## config.mk

```make
export PLATFORM = sky130hd
export DESIGN_NAME = string_quote_escaper_unit
export DESIGN_NICKNAME = d
export VERILOG_FILES = /design/src/rtl/sqe_pkg.sv /design/src/rtl/string_quote_escaper_unit.sv
export SDC_FILE = /design/constraint.sdc
export NUM_CORES = 1
export LEC_CHECK = 0
export BUFFER_PORTS_ARGS = -buffer_cell sky130_fd_sc_hd__buf_2
export CAP_MARGIN = 30
export CORE_MARGIN = 2
export CORE_UTILIZATION = 50
export CTS_BUF_LIST = sky130_fd_sc_hd__clkbuf_4 sky130_fd_sc_hd__clkbuf_8 sky130_fd_sc_hd__clkbuf_16
export DETAILED_ROUTE_END_ITERATION = 6
export PLACE_DENSITY_LB_ADDON = 0.3
export RECOVER_POWER = 25
export SYNTH_ARGS = -nofsm -noshare
export SYNTH_HDL_FRONTEND = slang
export SYNTH_SLANG_ARGS = --single-unit
```

## constraint.sdc

```tcl
create_clock -name clk -period 6.74 [get_ports clk]
set_input_delay 1.011 -clock clk [delete_from_list [all_inputs] [get_ports clk]]
set_output_delay 1.011 -clock clk [all_outputs]
set_load 0.02 [all_outputs]
```

## src/rtl/sqe_pkg.sv

```systemverilog
// Shared types, character constants and byte classification for the string quote escaper.
package sqe_pkg;

  // Pass codes carried on the operation field
  localparam logic OP_SCAN = 1'b0;
  localparam logic OP_EMIT = 1'b1;

  // Characters used by the quoting and escaping rules
  localparam logic [7:0] CH_DQUOTE    = 8'h22;
  localparam logic [7:0] CH_SQUOTE    = 8'h27;
  localparam logic [7:0] CH_NEWLINE   = 8'h0a;
  localparam logic [7:0] CH_CR        = 8'h0d;
  localparam logic [7:0] CH_TAB       = 8'h09;
  localparam logic [7:0] CH_BACKSLASH = 8'h5c;
  localparam logic [7:0] CH_LOWER_N   = 8'h6e;
  localparam logic [7:0] CH_LOWER_R   = 8'h72;
  localparam logic [7:0] CH_LOWER_T   = 8'h74;
  localparam logic [7:0] CH_LOWER_X   = 8'h78;
  localparam logic [7:0] CH_DIGIT0    = 8'h30;
  localparam logic [7:0] CH_LOWER_A   = 8'h61;
  localparam logic [7:0] PRINT_LO     = 8'd32;
  localparam logic [7:0] PRINT_HI     = 8'd126;

  // Result segments: opening quotes, one per window byte, closing quotes
  localparam int NUM_SEGS  = 6;
  localparam int WIN_BYTES = 4;
  localparam logic [2:0] SEG_OPEN  = 3'd0;
  localparam logic [2:0] SEG_CLOSE = 3'd5;

  // One segment: up to four output characters, emitted from index 0
  typedef struct packed {
    logic [2:0]      len;
    logic [3:0][7:0] chars;
  } seg_t;

  // Length of a UTF-8 sequence started by a lead byte, zero if not a lead
  function automatic logic [2:0] seq_len(input logic [7:0] b);
    logic [2:0] n;
    n = 3'd0;
    if (b[7:5] == 3'b110) n = 3'd2;
    else if (b[7:4] == 4'b1110) n = 3'd3;
    else if (b[7:3] == 5'b11110) n = 3'd4;
    return n;
  endfunction

  function automatic logic is_cont(input logic [7:0] b);
    return b[7:6] == 2'b10;
  endfunction

  function automatic logic [7:0] hex_char(input logic [3:0] nib);
    logic [7:0] c;
    if (nib < 4'd10) c = CH_DIGIT0 + {4'b0000, nib};
    else c = CH_LOWER_A + {4'b0000, nib} - 8'd10;
    return c;
  endfunction

  // Repeat one character to fill a segment of the given length
  function automatic seg_t quote_seg(input logic [7:0] q, input logic [2:0] len);
    seg_t s;
    s.len   = len;
    s.chars = {q, q, q, q};
    return s;
  endfunction

  function automatic seg_t raw_seg(input logic [7:0] b);
    seg_t s;
    s.len      = 3'd1;
    s.chars    = '0;
    s.chars[0] = b;
    return s;
  endfunction

  // Escape one byte that is not part of a UTF-8 run
  function automatic seg_t escape_seg(input logic [7:0] b, input logic [7:0] q,
                                      input logic triple);
    seg_t s;
    s.len      = 3'd2;
    s.chars    = '0;
    s.chars[0] = CH_BACKSLASH;
    if (b == CH_NEWLINE) begin
      if (triple) begin
        s.len      = 3'd1;
        s.chars[0] = b;
      end else begin
        s.chars[1] = CH_LOWER_N;
      end
    end else if (b == CH_CR) begin
      s.chars[1] = CH_LOWER_R;
    end else if (b == CH_TAB) begin
      s.chars[1] = CH_LOWER_T;
    end else if (b == CH_BACKSLASH) begin
      s.chars[1] = CH_BACKSLASH;
    end else if (b == q) begin
      s.chars[1] = q;
    end else if (b < PRINT_LO || b > PRINT_HI) begin
      s.len      = 3'd4;
      s.chars[1] = CH_LOWER_X;
      s.chars[2] = hex_char(b[7:4]);
      s.chars[3] = hex_char(b[3:0]);
    end else begin
      s.len      = 3'd1;
      s.chars[0] = b;
    end
    return s;
  endfunction

endpackage

```

## src/rtl/string_quote_escaper_unit.sv

```systemverilog
// Top level of the string quote escaper: input register, escape logic, output serializer.
// An accepted beat is held in the input register until it moves on; its first output byte
//   is valid in the cycle after it moves on.
// A beat that produces no output (scan pass, held UTF-8 lead) moves on without waiting;
//   else the serializer gives one byte per cycle while out_ready holds, 1 to 19 per beat.
// Reset clears the quote flags, the lookahead window and all valid bits.
module string_quote_escaper_unit (
  input  logic       clk,
  input  logic       rst_n,
  input  logic       in_valid,
  output logic       in_ready,
  input  logic       in_operation,
  input  logic [7:0] in_text_byte,
  input  logic       in_end_of_string,
  output logic       out_valid,
  input  logic       out_ready,
  output logic [7:0] out_char,
  output logic       out_final
);

  // Input register
  logic       in_valid_r;
  logic       in_op_r;
  logic [7:0] in_byte_r;
  logic       in_eos_r;

  // String state
  logic       dq_r, sq_r, nl_r, opened_r;
  logic [7:0] la_r [3];
  logic [1:0] la_cnt_r;
  logic       dq_nxt, sq_nxt, nl_nxt, opened_nxt;
  logic [7:0] la_nxt [3];
  logic [1:0] la_cnt_nxt;

  // Serializer
  logic                res_valid_r;
  sqe_pkg::seg_t       seg_r [sqe_pkg::NUM_SEGS];
  logic [2:0]          slot_r;
  logic [1:0]          chr_r;

  // Combinational results for the item in the input register
  sqe_pkg::seg_t       seg_nxt [sqe_pkg::NUM_SEGS];
  logic [sqe_pkg::NUM_SEGS-1:0] new_mask;
  logic [sqe_pkg::NUM_SEGS-1:0] cur_mask;
  logic                has_out;
  logic [2:0]          first_slot;
  logic [2:0]          next_slot;
  logic                next_found;
  logic                chr_last;
  logic                res_last;
  logic                beat_out;
  logic                drain_done;
  logic                advance;

  logic [7:0]  q;
  logic        triple;
  logic [7:0]  win [8];
  logic [2:0]  total;
  logic [2:0]  sp;
  logic [2:0]  keep;
  logic        stopped;
  logic [1:0]  raw_rem;
  logic [7:0]  h;
  logic [2:0]  len;
  logic        good;
  logic        undec;
  logic        done;

  // Build the output segments and next state for the held item
  always_comb begin
    q      = (dq_r && !sq_r) ? sqe_pkg::CH_SQUOTE : sqe_pkg::CH_DQUOTE;
    triple = nl_r;
    for (int i = 0; i < sqe_pkg::NUM_SEGS; i++) seg_nxt[i] = '0;
    for (int i = 0; i < 8; i++) win[i] = '0;
    for (int i = 0; i < 3; i++) begin
      if (2'(i) < la_cnt_r) win[i] = la_r[i];
    end
    win[{1'b0, la_cnt_r}] = in_byte_r;
    total   = {1'b0, la_cnt_r} + 3'd1;
    sp      = total;
    keep    = '0;
    stopped = 1'b0;
    raw_rem = 2'd0;
    h       = '0;
    len     = '0;
    good    = 1'b0;
    undec   = 1'b0;
    done    = 1'b0;

    dq_nxt     = dq_r;
    sq_nxt     = sq_r;
    nl_nxt     = nl_r;
    opened_nxt = opened_r;
    la_cnt_nxt = la_cnt_r;
    for (int j = 0; j < 3; j++) la_nxt[j] = la_r[j];

    if (in_op_r == sqe_pkg::OP_SCAN) begin
      // Note quote and newline presence
      if (in_byte_r == sqe_pkg::CH_DQUOTE) dq_nxt = 1'b1;
      if (in_byte_r == sqe_pkg::CH_SQUOTE) sq_nxt = 1'b1;
      if (in_byte_r == sqe_pkg::CH_NEWLINE) nl_nxt = 1'b1;
    end else begin
      // Open the literal on the first emit byte
      if (!opened_r) begin
        seg_nxt[sqe_pkg::SEG_OPEN] = sqe_pkg::quote_seg(q, triple ? 3'd3 : 3'd1);
      end
      opened_nxt = 1'b1;

      // Walk the window: raw UTF-8 runs, escaped bytes, stop on an undecided lead
      for (int i = 0; i < sqe_pkg::WIN_BYTES; i++) begin
        if (!stopped && 3'(i) < total) begin
          h = win[i];
          if (raw_rem != 2'd0) begin
            seg_nxt[i+1] = sqe_pkg::raw_seg(h);
            raw_rem      = raw_rem - 2'd1;
          end else begin
            len   = sqe_pkg::seq_len(h);
            good  = (len != 3'd0);
            undec = 1'b0;
            done  = 1'b0;
            for (int k = 1; k < 4; k++) begin
              if (!done && 3'(k) < len) begin
                if (3'(i + k) >= total) begin
                  done  = 1'b1;
                  good  = 1'b0;
                  undec = !in_eos_r;
                end else if (!sqe_pkg::is_cont(win[i+k])) begin
                  done = 1'b1;
                  good = 1'b0;
                end
              end
            end
            if (undec) begin
              stopped = 1'b1;
              sp      = 3'(i);
            end else if (good) begin
              seg_nxt[i+1] = sqe_pkg::raw_seg(h);
              raw_rem      = 2'(len - 3'd1);
            end else begin
              seg_nxt[i+1] = sqe_pkg::escape_seg(h, q, triple);
            end
          end
        end
      end

      // Hold the undecided tail in the window
      keep       = total - sp;
      la_cnt_nxt = 2'(keep);
      for (int j = 0; j < 3; j++) begin
        la_nxt[j] = (3'(j) < keep) ? win[sp + 3'(j)] : 8'd0;
      end

      // Close the literal and drop all string state
      if (in_eos_r) begin
        seg_nxt[sqe_pkg::SEG_CLOSE] = sqe_pkg::quote_seg(q, triple ? 3'd3 : 3'd1);
        dq_nxt     = 1'b0;
        sq_nxt     = 1'b0;
        nl_nxt     = 1'b0;
        opened_nxt = 1'b0;
        la_cnt_nxt = 2'd0;
        for (int j = 0; j < 3; j++) la_nxt[j] = 8'd0;
      end
    end
  end

  // Segment occupancy and slot search
  always_comb begin
    for (int i = 0; i < sqe_pkg::NUM_SEGS; i++) begin
      new_mask[i] = (seg_nxt[i].len != 3'd0);
      cur_mask[i] = (seg_r[i].len != 3'd0);
    end
    has_out    = |new_mask;
    first_slot = '0;
    next_slot  = '0;
    next_found = 1'b0;
    for (int j = sqe_pkg::NUM_SEGS - 1; j >= 0; j--) begin
      if (new_mask[j]) first_slot = 3'(j);
      if (cur_mask[j] && 3'(j) > slot_r) begin
        next_slot  = 3'(j);
        next_found = 1'b1;
      end
    end
  end

  assign chr_last   = ({1'b0, chr_r} + 3'd1) >= seg_r[slot_r].len;
  assign res_last   = chr_last && !next_found;
  assign beat_out   = out_valid && out_ready;
  assign drain_done = beat_out && res_last;
  assign advance    = in_valid_r && (!has_out || !res_valid_r || drain_done);
  assign in_ready   = !in_valid_r || advance;

  assign out_valid = res_valid_r;
  assign out_char  = seg_r[slot_r].chars[chr_r];
  assign out_final = res_last && (slot_r == sqe_pkg::SEG_CLOSE);

  // Input register: load a beat whenever it is empty or the held one moves on
  always_ff @(posedge clk) begin
    if (!rst_n) begin
      in_valid_r <= 1'b0;
    end else if (in_ready) begin
      in_valid_r <= in_valid;
    end
  end

  always_ff @(posedge clk) begin
    if (in_valid && in_ready) begin
      in_op_r   <= in_operation;
      in_byte_r <= in_text_byte;
      in_eos_r  <= in_end_of_string;
    end
  end

  // String state: advance with each item leaving the input register
  always_ff @(posedge clk) begin
    if (!rst_n) begin
      dq_r     <= 1'b0;
      sq_r     <= 1'b0;
      nl_r     <= 1'b0;
      opened_r <= 1'b0;
      la_cnt_r <= 2'd0;
      for (int j = 0; j < 3; j++) la_r[j] <= 8'd0;
    end else if (advance) begin
      dq_r     <= dq_nxt;
      sq_r     <= sq_nxt;
      nl_r     <= nl_nxt;
      opened_r <= opened_nxt;
      la_cnt_r <= la_cnt_nxt;
      for (int j = 0; j < 3; j++) la_r[j] <= la_nxt[j];
    end
  end

  // Serializer: load new segments, else step one character per beat
  always_ff @(posedge clk) begin
    if (!rst_n) begin
      res_valid_r <= 1'b0;
      slot_r      <= '0;
      chr_r       <= '0;
    end else if (advance && has_out) begin
      res_valid_r <= 1'b1;
      slot_r      <= first_slot;
      chr_r       <= '0;
    end else if (beat_out) begin
      if (res_last) begin
        res_valid_r <= 1'b0;
      end else if (chr_last) begin
        slot_r <= next_slot;
        chr_r  <= '0;
      end else begin
        chr_r <= chr_r + 2'd1;
      end
    end
  end

  always_ff @(posedge clk) begin
    if (advance && has_out) begin
      for (int i = 0; i < sqe_pkg::NUM_SEGS; i++) seg_r[i] <= seg_nxt[i];
    end
  end

  // Final marker only on the closing quote that ends the result
  a_final_last: assert property (@(posedge clk) disable iff (!rst_n)
    out_valid && out_final |-> res_last && seg_r[sqe_pkg::SEG_CLOSE].len != 3'd0)
    else $error("out_final raised away from the last closing quote");

  // A result not yet finished keeps the output valid
  a_drain_continues: assert property (@(posedge clk) disable iff (!rst_n)
    beat_out && !res_last |=> out_valid)
    else $error("result dropped before its last byte");

  // The window only holds bytes once the literal is open
  a_window_opened: assert property (@(posedge clk) disable iff (!rst_n)
    !opened_r |-> la_cnt_r == 2'd0)
    else $error("lookahead bytes held before opening quotes");

  // Reset empties the input register and the output side
  a_reset_empty: assert property (@(posedge clk)
    !rst_n |=> !out_valid && !in_valid_r)
    else $error("valid state survived reset");

endmodule
```

==> flow_summary_export.csv <==
group,metric,value,unit
setup_path,worstSetupPathType,"reg -> out",
floorplan,rows,55,
route,ant_nets,0,
global_routing,antenna_found_initial,2,
pwr,power.density,210,nW/um^2
logic_synthesis,synth.most_common_cell,"edfxtp_1",
floorplan,coreArea,22700,sq um
global_routing,grt_pass1_vias,8995,
final_layout,antenna_cells,0,
global_routing,grt-ovfl-total,0,
pwr,ir_worst_vdd,0.146,mV
setup_path,end_kind,"output pin",
route,drt_wl_total,35.8,mm
sta,tightest_slew,1.61,ns
route,drc_errors,0,
sta,relSlewSlack,-0.0712,
final_layout,area_growth,9.10,%
sta,rsz0062_at_grt,"false",
setup_path,critPathLaunchType,"flop",
cts,cts.sinks,184,
sta,fin_crit,6.17,ns
final_layout,final_nets,1201,
placed_design,gp_congestion,0.963,
worst_hold_path,hold_path.class,"reg -> reg",
logic_synthesis,muxShareOfSynthArea,0.0872,
logic_synthesis,synth_area,11600,sq um
pwr,total_power,2660,uW
logic_synthesis,synth-simple-area-share,0.173,
setup_path,path_buf_inv,2,
cts,htreeDepth,4,
setup_path,crit_path_start,"la_cnt_r[0]",
placed_design,port_buffers,24,
status,violations,"capacitance limit, slew limit",
logic_synthesis,synth-adder-area-share,0.0513,
logic_synthesis,synth_area_leaders,"edfxtp_1, mux4_2, ha_1",
cts,clk_pin_slew,0.07,ns
logic_synthesis,synth_top_area_share,0.435,
cts,cts_resized,0,
cts,cts_tree,"done",
status,status,"finished, violations left",
cts,cts_buffer_depth,2,
setup_path,arrival,5.16,ns
placed_design,dp_hpwl,25.8,mm
floorplan,ios,25,
floorplan,die_x,156,um
sta,finalSetupViolCount,0,
route,num_vias,9733,
logic_synthesis,yosys.cell_types.count,86,
global_routing,grt_start_max_net_pins,96,
sta,finalMaxSlewViolations,29,
logic_synthesis,async_reset_ff_frac,0,
logic_synthesis,syn_inst,1131,
cts,cts_buffers,17,
cts,worstSkewPairLatency,0.44,ns
logic_synthesis,ys_seq_elements,184,
cts,cts-root-buf,"clkbuf_16",
floorplan,design.die.area,24500,sq um
final_layout,drive_gt1_frac,0.121,
sta,hold_viol_final,0,
setup_path,cp.required,5.73,ns
pwr,p_leak,0.00448,uW
global_routing,gr-usage-all-layers,0.296,
logic_synthesis,syn_avg_cell_area,10.3,sq um
setup_path,r2r-start,"la_cnt_r[0]",
setup_path,worst-path-max-fanout,13,
logic_synthesis,synth_flop_cell,"edfxtp_1",
route,drt_first_pass_iters,6,
floorplan,initial_core_util,0.511,
setup_path,crit_family,"compound AO/OA/AOI/OAI gates",
logic_synthesis,synth_xor_xnor_area_share,0.00755,
setup_path,path_cells,"ha_1 > nand3b_1 > and2_1 > inv_1 > ha_1 > a2111oi_0 > o2111ai_1 > a21oi_1 > o311a_1 > nand3_1 > a21oi_1 > nand2_1 > buf_2",
route,wl_per_cell,24.9,um
setup_path,cp.depth,13,
sta,min_period_over_period,0.916,
worst_hold_path,hold_path.startpoint,"opened_r",
setup_path,slowest_delay,0.61,ns
logic_synthesis,synth_top_family_by_area,"compound AO/OA/AOI/OAI gates",
logic_synthesis,syn-num-nets,1192,
route,vias_per_cell,6.77,
sta,skew,0.0134,ns
logic_synthesis,yosysWarnings,0,
global_routing,grt_pass1_wl,53.8,mm
floorplan,die_h,156,um
setup_path,critPathSlowestCell,"dfxtp_1",
sta,fmax,162,MHz
logic_synthesis,ys_seq_area_frac,0.462,
sta,finalSetupTns,0,ns
setup_path,reg2reg_depth,19,
cts,cts-hold-fix-buffers,0,
logic_synthesis,synth_largest_area_cell,"edfxtp_1",
logic_synthesis,synth_edf_count,168,
logic_synthesis,synth.top_cells.by_count,"edfxtp_1, a21oi_1, nand2_1",
job,maxCapViolCount,1,
route,initialDrtViolationCount,1597,
worst_hold_path,whs_path_depth,2,
logic_synthesis,synth_compound_area_frac,0.175,
metal layers:
metal  vias to the layer above  share of wire  GRT usage
met2                       610           0.45      0.452
met1                      4691           0.41      0.415
met5                         -        0.00048          0
met3                        91           0.11     0.0690
met4                         2          0.034      0.108
li1                       4339              -          -
worst register-to-register path: stages, from the launching register on:
cell       delay (ns)
dfxtp_1          0.61
ha_1             0.49
nand3b_1         0.18
and2_1           0.40
inv_1            0.27
ha_1             0.31
a2111oi_0        0.37
o2111ai_1        0.23
a21oi_1          0.46
nor3_1           0.10
buf_4            0.20
a21o_1           0.37
inv_2            0.36
fa_1             0.51
inv_1            0.15
nor2_1           0.07
a2111o_1         0.37
o211ai_1         0.11
buf_4            0.20
a2111oi_0        0.07
placed cells by master, fill, tap and decap left out, types with 5 or more instances in the layout:
cell type  synthesis  final
a21o_1             7      7
nor3_1            48     49
nand2b_1          14     14
clkbuf_1          46     13
a211o_1            5      5
inv_1             50     50
nand2_1           88     88
buf_2             12     15
a221oi_1          13     13
nand3b_1           7      7
a22oi_1           12     12
nand3_1           46     46
a211oi_1          23     23
nor4_1            12     12
a21oi_1           92     92
xnor2_1            8      8
mux4_2            32     32
inv_2              6      5
clkbuf_16          0     17
o21a_1            18     18
nand4_1           11     11
mux2i_1           21     21
mux2_2             6      6
ha_1              46     46
nor2_1            86     86
dfxtp_1           16     15
o21ai_0           56     56
o211ai_1          11     11
and3_1            13     13
buf_4              3     29
edfxtp_1         168    168
a2111oi_0          5      5
and2_1            16     12
nor2b_1            6      6
a31oi_1           17     17
or3_1             13     13
repair_timing:
item	4_1_cts	5_1_grt
endpoints found under the hold margin	0	0
setup endpoints to repair	0	1
setup buffers	0	1
worst paths after layout:
check | end | slack [ns]
worst max-delay path | in_ready | 0.57
worst min-delay path | opened_r | 0.52
worst max register to register | la_r[0][17] | 0.63
worst min register to register | opened_r | 0.52
report_power, final:
| group | internal, uW | total [uW] | leakage [uW] | switching [uW] |
|---|---|---|---|---|
| combinational | 94.2 | 272 | 0.00242 | 178 |
| sequential | 1300 | 1340 | 0.00176 | 39.1 |
| clock | 564 | 1050 | 0.000302 | 487 |
state kept, by name, indices dropped and copies added, names as in the netlist, named ones only:
| name | count |
|---|---|
| chr_r | 2 |
| dq_r | 1 |
| in_byte_r | 8 |
| in_eos_r | 1 |
| in_op_r | 1 |
| in_valid_r | 1 |
| la_cnt_r | 2 |
| la_r | 24 |
| nl_r | 1 |
| opened_r | 1 |
| out_valid | 1 |
| seg_r | 134 |
| slot_r | 3 |
| sq_r | 1 |
logic make-up after synthesis:
kind of cell | Yosys count
and+or+nand+nor | 394
AOI/OAI and AO/OA | 310
DFF | 184
buffers and inverters | 126
muxes | 60
adders and majority gates | 47
xor gates and xnor gates | 10
stage by stage:
| step | utilization | instances | hold slack [ns] | cell area, sq um | worst slack (ns) |
|---|---|---|---|---|---|
| 5_1_grt | 0.558 | 1438 | 0.535 | 12700 | 0.155 |
| 4_1_cts | 0.557 | 1435 | 0.503 | 12700 | 0.566 |
| 3_5_place_dp | 0.531 | 1403 | 0.493 | 12000 | 0.571 |
| 6_report | 0.558 | 1438 | 0.523 | 12700 | 0.567 |
| 3_3_place_gp | 0.531 | 1403 | 0.481 | 12000 | 0.757 |
| 2_1_floorplan | - | 1131 | 0.443 | 11600 | 1.51 |
layout make-up:
cell class,count,area (sq um)
fillers,1970,10000
multi-input cells,821,5730
flip-flops and latches,184,5370
clock buffers,17,425
repair buffers,59,382
well taps,285,357
inverters,57,216
clock inverters,15,186
Power figures use the tool's default switching activity.
